<file path="src/rtl/lcs_pkg.sv">
package lcs_pkg;

  localparam int NUM_SERVERS = 16;
  localparam int COUNT_WIDTH = 16;
  localparam int MASK_BITS   = 16;
  localparam int SLOT_W      = $clog2(NUM_SERVERS);
  localparam int FUNC_W      = 2;
  localparam int IDX_W       = 4;
  localparam int OUT_SRV_W   = 4;
  localparam int OUT_CNT_W   = 16;

  typedef logic [SLOT_W-1:0]      slot_t;
  typedef logic [COUNT_WIDTH-1:0] count_t;
  typedef logic [NUM_SERVERS-1:0] slot_vec_t;
  typedef logic [MASK_BITS-1:0]   mask_t;
  typedef logic [FUNC_W-1:0]      func_t;

  // item codes
  localparam func_t FUNC_PICK    = 2'd0;
  localparam func_t FUNC_RELEASE = 2'd1;
  localparam func_t FUNC_CLEAR   = 2'd2;

  localparam count_t CNT_MAX = '1;

  typedef enum logic [1:0] {
    CMD_NONE      = 2'd0,
    CMD_INC       = 2'd1,
    CMD_DEC       = 2'd2,
    CMD_CLEAR_ALL = 2'd3
  } bank_cmd_t;

  // counter bank control: one update per cycle plus a keep-mask load
  typedef struct packed {
    bank_cmd_t cmd;
    slot_t     addr;
    logic      keep_load;
    slot_vec_t keep;
  } bank_ctl_t;

  // slots beyond the mask width are never enabled
  function automatic slot_vec_t enable_vec(mask_t m);
    slot_vec_t v;
    v = '0;
    for (int i = 0; i < NUM_SERVERS; i++) begin
      if (i < MASK_BITS) begin
        v[i] = m[i];
      end
    end
    return v;
  endfunction

endpackage

</file>
<file path="src/rtl/lcs_counter_bank.sv">
module lcs_counter_bank (
  input  logic               clk,
  input  logic               rst,
  input  lcs_pkg::bank_ctl_t ctl,
  input  lcs_pkg::slot_t     rd_addr,
  output lcs_pkg::count_t    rd_data
);

  lcs_pkg::count_t counts [lcs_pkg::NUM_SERVERS];

  always_ff @(posedge clk) begin
    if (rst) begin
      for (int i = 0; i < lcs_pkg::NUM_SERVERS; i++) begin
        counts[i] <= '0;
      end
    end else begin
      for (int i = 0; i < lcs_pkg::NUM_SERVERS; i++) begin
        if (ctl.keep_load && !ctl.keep[i]) begin
          counts[i] <= '0;
        end else begin
          unique case (ctl.cmd)
            lcs_pkg::CMD_NONE: begin
            end
            lcs_pkg::CMD_INC: begin
              if (ctl.addr == lcs_pkg::SLOT_W'(i) && counts[i] != lcs_pkg::CNT_MAX) begin
                counts[i] <= counts[i] + 1'b1;
              end
            end
            lcs_pkg::CMD_DEC: begin
              if (ctl.addr == lcs_pkg::SLOT_W'(i) && counts[i] != '0) begin
                counts[i] <= counts[i] - 1'b1;
              end
            end
            lcs_pkg::CMD_CLEAR_ALL: begin
              counts[i] <= '0;
            end
            default: begin
            end
          endcase
        end
      end
    end
  end

  assign rd_data = counts[rd_addr];

endmodule

</file>
<file path="src/rtl/lcs_scan_unit.sv">
module lcs_scan_unit (
  input  logic            clk,
  input  logic            rst,
  input  logic            start,
  input  logic            step,
  input  logic            slot_en,
  input  lcs_pkg::slot_t  slot,
  input  lcs_pkg::count_t cnt,
  output logic            found,
  output lcs_pkg::slot_t  best,
  output lcs_pkg::count_t best_cnt
);

  logic take;

  // shared compare: strict less keeps the lowest index on a tie
  assign take = step && slot_en && (!found || cnt < best_cnt);

  always_ff @(posedge clk) begin
    if (rst) begin
      found <= 1'b0;
    end else if (start) begin
      found <= 1'b0;
    end else if (take) begin
      found <= 1'b1;
    end
  end

  always_ff @(posedge clk) begin
    if (take) begin
      best     <= slot;
      best_cnt <= cnt;
    end
  end

endmodule

</file>
<file path="src/rtl/least_connections_selector.sv">
// Least-connections selector. Holds one saturating connection counter per
// server slot and takes one beat per item: a pick returns the enabled slot
// with the fewest connections (lowest index on a tie) and its count after
// the increment, or no_server when no slot is enabled; a release drops one
// connection from an enabled slot (never below zero); a clear zeroes all
// counters. Every item gives exactly one result beat. enabled_servers is
// the slot enable mask; writing it zeroes the counters of disabled slots,
// and it must only be written while the block is idle. A pick scans the
// counters through one shared comparator, one slot per cycle, then moves
// to the apply state; release and clear go straight from idle to apply.
// The result sits in an output register, so a new item can be accepted
// while the last result waits.
module least_connections_selector (
  input  logic        clk,
  input  logic        rst,
  // enable-mask write channel
  input  logic        cfg_valid,
  output logic        cfg_ready,
  input  logic [15:0] enabled_servers,
  // item channel
  input  logic        in_valid,
  output logic        in_stall,
  input  logic [1:0]  func,
  input  logic [3:0]  server_index,
  // result channel
  output logic        out_valid,
  input  logic        out_stall,
  output logic [3:0]  chosen_server,
  output logic        no_server,
  output logic [15:0] chosen_count
);

  typedef enum logic [2:0] {
    ST_IDLE  = 3'b001,
    ST_SCAN  = 3'b010,
    ST_APPLY = 3'b100
  } state_t;

  state_t              state, state_next;
  lcs_pkg::mask_t      mask;
  lcs_pkg::slot_vec_t  en_v;
  lcs_pkg::func_t      func_q;
  logic [lcs_pkg::IDX_W-1:0] idx_q;
  lcs_pkg::slot_t      scan_idx;
  lcs_pkg::slot_t      rel_slot;
  logic                rel_ok;
  logic                accept;
  logic                cfg_fire;
  logic                out_free;
  logic                apply_fire;
  logic                scan_last;
  logic                is_pick;
  lcs_pkg::bank_ctl_t  bank_ctl;
  lcs_pkg::count_t     rd_data;
  logic                found;
  lcs_pkg::slot_t      best;
  lcs_pkg::count_t     best_cnt;
  lcs_pkg::count_t     inc_cnt;

  // mask writes are always taken
  assign cfg_ready = 1'b1;
  assign cfg_fire  = cfg_valid && cfg_ready;

  always_ff @(posedge clk) begin
    if (rst) begin
      mask <= '0;
    end else if (cfg_fire) begin
      mask <= lcs_pkg::MASK_BITS'(enabled_servers);
    end
  end

  assign en_v = lcs_pkg::enable_vec(mask);

  // input side: one item in flight
  assign in_stall = (state != ST_IDLE);
  assign accept   = in_valid && !in_stall;

  always_ff @(posedge clk) begin
    if (accept) begin
      func_q <= func;
      idx_q  <= server_index;
    end
  end

  assign is_pick   = (func_q == lcs_pkg::FUNC_PICK);
  assign scan_last = (scan_idx == lcs_pkg::SLOT_W'(lcs_pkg::NUM_SERVERS - 1));

  // release target; out-of-range indexes are ignored
  assign rel_slot = lcs_pkg::SLOT_W'(idx_q);
  assign rel_ok   = (int'(idx_q) < lcs_pkg::NUM_SERVERS) && en_v[rel_slot];

  // output register frees when empty or being drained this cycle
  assign out_free   = !out_valid || !out_stall;
  assign apply_fire = (state == ST_APPLY) && out_free;

  // sequencer
  always_comb begin
    state_next = state;
    unique case (state)
      ST_IDLE: begin
        if (accept) begin
          state_next = (func == lcs_pkg::FUNC_PICK) ? ST_SCAN : ST_APPLY;
        end
      end
      ST_SCAN: begin
        if (scan_last) begin
          state_next = ST_APPLY;
        end
      end
      ST_APPLY: begin
        if (out_free) begin
          state_next = ST_IDLE;
        end
      end
      default: state_next = ST_IDLE;
    endcase
  end

  always_ff @(posedge clk) begin
    if (rst) begin
      state <= ST_IDLE;
    end else begin
      state <= state_next;
    end
  end

  always_ff @(posedge clk) begin
    if (rst) begin
      scan_idx <= '0;
    end else if (accept) begin
      scan_idx <= '0;
    end else if (state == ST_SCAN) begin
      scan_idx <= scan_idx + 1'b1;
    end
  end

  // counters are read one slot per scan cycle
  lcs_counter_bank u_bank (
    .clk     (clk),
    .rst     (rst),
    .ctl     (bank_ctl),
    .rd_addr (scan_idx),
    .rd_data (rd_data)
  );

  lcs_scan_unit u_scan (
    .clk      (clk),
    .rst      (rst),
    .start    (accept),
    .step     (state == ST_SCAN),
    .slot_en  (en_v[scan_idx]),
    .slot     (scan_idx),
    .cnt      (rd_data),
    .found    (found),
    .best     (best),
    .best_cnt (best_cnt)
  );

  // count the picked slot shows after its saturating increment
  assign inc_cnt = (best_cnt == lcs_pkg::CNT_MAX) ? best_cnt : best_cnt + 1'b1;

  // counter updates happen once, when the result beat is loaded
  always_comb begin
    bank_ctl           = '0;
    bank_ctl.cmd       = lcs_pkg::CMD_NONE;
    bank_ctl.addr      = is_pick ? best : rel_slot;
    bank_ctl.keep_load = cfg_fire;
    bank_ctl.keep      = lcs_pkg::enable_vec(lcs_pkg::MASK_BITS'(enabled_servers));
    if (apply_fire) begin
      unique case (func_q)
        lcs_pkg::FUNC_PICK: begin
          if (found) begin
            bank_ctl.cmd = lcs_pkg::CMD_INC;
          end
        end
        lcs_pkg::FUNC_RELEASE: begin
          if (rel_ok) begin
            bank_ctl.cmd = lcs_pkg::CMD_DEC;
          end
        end
        lcs_pkg::FUNC_CLEAR: begin
          bank_ctl.cmd = lcs_pkg::CMD_CLEAR_ALL;
        end
        default: begin
        end
      endcase
    end
  end

  // result register
  always_ff @(posedge clk) begin
    if (rst) begin
      out_valid <= 1'b0;
    end else if (apply_fire) begin
      out_valid <= 1'b1;
    end else if (!out_stall) begin
      out_valid <= 1'b0;
    end
  end

  always_ff @(posedge clk) begin
    if (apply_fire) begin
      chosen_server <= (is_pick && found) ? lcs_pkg::OUT_SRV_W'(best) : '0;
      no_server     <= is_pick && !found;
      chosen_count  <= (is_pick && found) ? lcs_pkg::OUT_CNT_W'(inc_cnt) : '0;
    end
  end

endmodule

</file>
<file path="config.mk">
export PLATFORM = sky130hd
export DESIGN_NAME = least_connections_selector
export DESIGN_NICKNAME = d
export VERILOG_FILES = /design/src/rtl/lcs_pkg.sv /design/src/rtl/lcs_counter_bank.sv /design/src/rtl/lcs_scan_unit.sv /design/src/rtl/least_connections_selector.sv
export SDC_FILE = /design/constraint.sdc
export NUM_CORES = 1
export LEC_CHECK = 0
export ABC_AREA = 1
export BUFFER_PORTS_ARGS = -buffer_cell sky130_fd_sc_hd__buf_2
export CORE_UTILIZATION = 40
export CTS_CLUSTER_DIAMETER = 40
export DETAILED_ROUTE_END_ITERATION = 8
export PLACE_DENSITY_LB_ADDON = 0.1
export SYNTH_ARGS = -nofsm -noshare
export SYNTH_HDL_FRONTEND = slang
export SYNTH_SLANG_ARGS = --single-unit
</file>
<file path="constraint.sdc">
create_clock -name clk -period 4.7 [get_ports clk]
set_clock_uncertainty 0.2 [all_clocks]
set_input_delay 1.41 -clock clk [delete_from_list [all_inputs] [get_ports clk]]
set_output_delay 1.41 -clock clk [all_outputs]
set_load 0.005 [all_outputs]
</file>
==> run_summary.xml <==
<?xml version="1.0" encoding="UTF-8"?>
<metrics>
  <group name="worst_setup_path">
    <metric name="timing.critical_path.cells" unit="">buf_4, a21oi_1, o21ai_0, nand3_1, nand3_1, nand2_1, ha_1, a21oi_1, o21ai_0, nand3_1, a21oi_1, a211oi_1, nand2_1, a21oi_2, buf_12</metric>
    <metric name="cp_slowest_stage_delay" unit="ns">0.67</metric>
    <metric name="critPathSlowestCell" unit="">buf_4</metric>
    <metric name="cp_max_fo" unit="">66</metric>
    <metric name="critPathRequiredTime" unit="ns">4.83</metric>
    <metric name="critPathLaunchType" unit="">flip-flop</metric>
    <metric name="worst-setup-path-type" unit="">reg -&gt; reg</metric>
    <metric name="worstPathArrival" unit="ns">4.26</metric>
    <metric name="cpLargestDelayFamily" unit="">compound AO/OA/AOI/OAI gates</metric>
    <metric name="cp_num_buf_inv" unit="">2</metric>
    <metric name="ff2ff_setup_slack" unit="ns">0.57</metric>
    <metric name="critical_path.endpoint_type" unit="">flip-flop</metric>
  </group>
  <group name="placement">
    <metric name="detailed_place_hpwl" unit="um">66600</metric>
    <metric name="port_buffers" unit="">49</metric>
    <metric name="placedCellCount" unit="">4413</metric>
    <metric name="gpl.final_weighted_congestion" unit="">0.950</metric>
  </group>
  <group name="yosys">
    <metric name="synth.yosys.warnings" unit="">0</metric>
    <metric name="synth-seq-cells" unit="">332</metric>
    <metric name="synth_area" unit="um^2">26400</metric>
    <metric name="synth_sequential_area_ratio" unit="">0.367</metric>
    <metric name="async_flop_share" unit="">0</metric>
    <metric name="synthTopCellsByArea" unit="">edfxtp_1 (34%), nand2_1 (8.9%), xor2_1 (8.8%)</metric>
    <metric name="yosys.area.top_type" unit="">edfxtp_1</metric>
    <metric name="syn-mean-instance-area" unit="um^2">7.37</metric>
    <metric name="synth_edf_count" unit="">303</metric>
    <metric name="synth_largest_type_area_fraction" unit="">0.345</metric>
    <metric name="postSynthCellCount" unit="">3583</metric>
    <metric name="synthesis.nets" unit="">3675</metric>
    <metric name="synth_top_flop_cell" unit="">edfxtp_1</metric>
    <metric name="netlist-cell-type-count" unit="">57</metric>
  </group>
  <group name="floorplanning">
    <metric name="placeableCoreArea" unit="um^2">64800</metric>
    <metric name="ios" unit="">51</metric>
    <metric name="rows" unit="">93</metric>
    <metric name="floorplan.die_area" unit="um^2">67000</metric>
    <metric name="start_util" unit="">0.407</metric>
    <metric name="die_h" unit="um">259</metric>
    <metric name="die_w" unit="um">259</metric>
  </group>
  <group name="pwr">
    <metric name="static-leakage-power" unit="uW">0.0123</metric>
    <metric name="power.density_cell_area" unit="nW/um^2">332</metric>
    <metric name="vdd.ir_drop.worst" unit="V">0.000261</metric>
  </group>
  <group name="cts">
    <metric name="cts.repair_timing.setup_buffer_count" unit="">0</metric>
    <metric name="number_of_gates_given_a_new_drive_strength_after_cts" unit="">0</metric>
    <metric name="clkSinkCount" unit="">332</metric>
    <metric name="clock_tree.htree_level_count" unit="">3</metric>
    <metric name="buffer_type_at_the_clock_tree_root" unit="">clkbuf_16</metric>
    <metric name="cts.hold.buffers_added" unit="">0</metric>
    <metric name="tritoncts.num_buffers" unit="">80</metric>
    <metric name="clock_latency" unit="ns">0.63</metric>
    <metric name="cts_tree" unit="">done</metric>
    <metric name="clk_path_buf_depth" unit="">3</metric>
    <metric name="cts.reportedPaths.clkPinSlew" unit="ns">0.05</metric>
  </group>
  <group name="grt">
    <metric name="maximum_number_of_pins_on_one_net_before_global_route_repair" unit="">132</metric>
    <metric name="globalRouteMet3Util" unit="">0.0441</metric>
    <metric name="peak_usage_layer_in_the_global_routing_report" unit="">met2</metric>
    <metric name="via_count_of_the_first_global_routing_pass" unit="">23900</metric>
    <metric name="track_usage" unit="">0.262</metric>
    <metric name="gr-total-overflow" unit="">0</metric>
    <metric name="grt_pass1_wl" unit="um">137000</metric>
    <metric name="grt_util_met2" unit="">0.421</metric>
    <metric name="antenna_violations_before_repair" unit="">2</metric>
    <metric name="grt_util_met1" unit="">0.354</metric>
  </group>
  <group name="layout">
    <metric name="share_of_cells_above_drive_strength_1" unit="">0.0862</metric>
    <metric name="area_delta_synth_final" unit="%">14.4</metric>
    <metric name="fillers" unit="">6439</metric>
    <metric name="multi_input_combinational_cell_area" unit="um^2">14300</metric>
    <metric name="final-seq-area" unit="um^2">9680</metric>
    <metric name="fin_nets" unit="">3732</metric>
    <metric name="final_cell_count_without_fillers" unit="">4558</metric>
    <metric name="layout_common_cells" unit="">nand2_1 (629), inv_1 (464), nor2_1 (393)</metric>
    <metric name="layout.cells.most_common" unit="">nand2_1</metric>
  </group>
  <group name="routing">
    <metric name="routed_wire_length_per_instance" unit="um">19.4</metric>
    <metric name="drtAntennaViolNets" unit="">0</metric>
    <metric name="detail_route.iter0.violations" unit="">2346</metric>
    <metric name="routed-via-count" unit="">25100</metric>
    <metric name="first_pass_iters" unit="">6</metric>
    <metric name="routed_via_density" unit="">5.50</metric>
    <metric name="post-route-drc-count" unit="">0</metric>
    <metric name="route.final.wire_length" unit="um">88400</metric>
  </group>
  <group name="sta">
    <metric name="rsz0062_at_grt" unit="">false</metric>
    <metric name="final-max-slew-violation-count" unit="">0</metric>
    <metric name="finalHoldViolCount" unit="">0</metric>
    <metric name="fmax" unit="GHz">0.242</metric>
    <metric name="final.min_clock_period" unit="ns">4.13</metric>
    <metric name="report.final.setup_viol" unit="">0</metric>
    <metric name="max-slew-margin-rel" unit="">0.271</metric>
    <metric name="setup_tns" unit="ns">0</metric>
    <metric name="worst_slew_pin_slew" unit="ns">1.08</metric>
    <metric name="fin_crit_sh" unit="">0.879</metric>
  </group>
  <group name="min_path">
    <metric name="timing.hold.worst.class" unit="">reg -&gt; reg</metric>
  </group>
  <group name="status">
    <metric name="status" unit="">complete, no violations</metric>
  </group>
  <group name="run">
    <metric name="cap_violations" unit="">0</metric>
  </group>
</metrics>
[routing by layer]
layer	routed length, um	part of all wire	up-vias
met5	17	0.00019	-
met4	2870	0.032	2
met3	5430	0.061	167
met2	40600	0.46	839
met1	39400	0.45	11800
li1	-	-	12300
[stage by stage]
stage          power [uW]  setup WS (ns)  cell area (um^2)  hold slack [ns]   util
2_1_floorplan        4300          0.471             26400            0.206      -
3_3_place_gp         4650          0.630             27600            0.257  0.426
3_5_place_dp         4660          0.528             27600            0.257  0.426
4_1_cts             10100          0.683             30200            0.275  0.466
5_1_grt             10400          0.364             30200            0.299  0.466
6_report            10000          0.569             30200            0.274  0.466
[layout make-up]
cell class | instances | share of cell area
multi-input combinational | 2640 | 0.474
tap | 855 | 0.0354
sequential | 332 | 0.321
timing repair buffer | 97 | 0.0225
inverter | 489 | 0.0610
antenna | 1 | 0.0000828
clock inverter | 46 | 0.0140
clock buffer | 98 | 0.0723
[worst reg2reg max path, cell delays in order (launching register included)]
cell and delay, ns:
dfxtp_2 0.33, buf_4 0.67, a21oi_1 0.14, o21ai_0 0.22, nand3_1 0.21, nand3_1 0.29, nand2_1 0.14, ha_1 0.33
a21oi_1 0.17, o21ai_0 0.14, nand3_1 0.09, a21oi_1 0.06, a211oi_1 0.20, nand2_1 0.11, a21oi_2 0.34, buf_12 0.21
[synth_stat cells (14+ instances only)]
master	count
a21oi_1	193
a31oi_1	14
buf_1	19
buf_2	15
clkbuf_1	67
dfxtp_1	29
edfxtp_1	303
ha_1	65
inv_1	464
inv_2	18
nand2_1	629
nand3_1	297
nand3b_1	15
nand4_1	76
nor2_1	393
nor3_1	108
nor3_2	15
nor4_1	42
o211ai_1	16
o21ai_0	292
o21ai_1	33
o22ai_1	50
o31ai_1	42
xnor2_1	18
xor2_1	265
[registers in the layout, indices dropped and copies added, names as in the netlist, named ones only]
name	flops
en_v	16
no_server	1
state	3
func_q	2
u_scan.best_cnt	16
idx_q	4
u_bank.counts	256
out_valid	1
chosen_count	16
u_scan.best	4
u_scan.found	1
scan_idx	4
chosen_server	4
[where the power goes]
| group | switching [uW] | internal, uW |
|---|---|---|
| logic | 718 | 306 |
| registers | 212 | 3390 |
| clock network | 1870 | 3520 |
| total | 2800 | 7220 |
[cell families after synthesis]
logic type | synth area share
flops | 0.367
simple gates | 0.278
xor+xnor | 0.0939
compound gates | 0.139
buf+inv | 0.0910
other cells | 0.000142
mux | 0.000379
fa+ha+maj | 0.0308
[path summary, 6_finish.rpt]
check                   endpoint      start  cells past startpoint
min reg2reg             en_v[14]   en_v[14]                      1
min                     en_v[14]   en_v[14]                      1
max reg2reg  u_scan.best_cnt[15]  flip-flop                     15
max          u_scan.best_cnt[15]  flip-flop                     15
(Power assumes the default switching activity.)
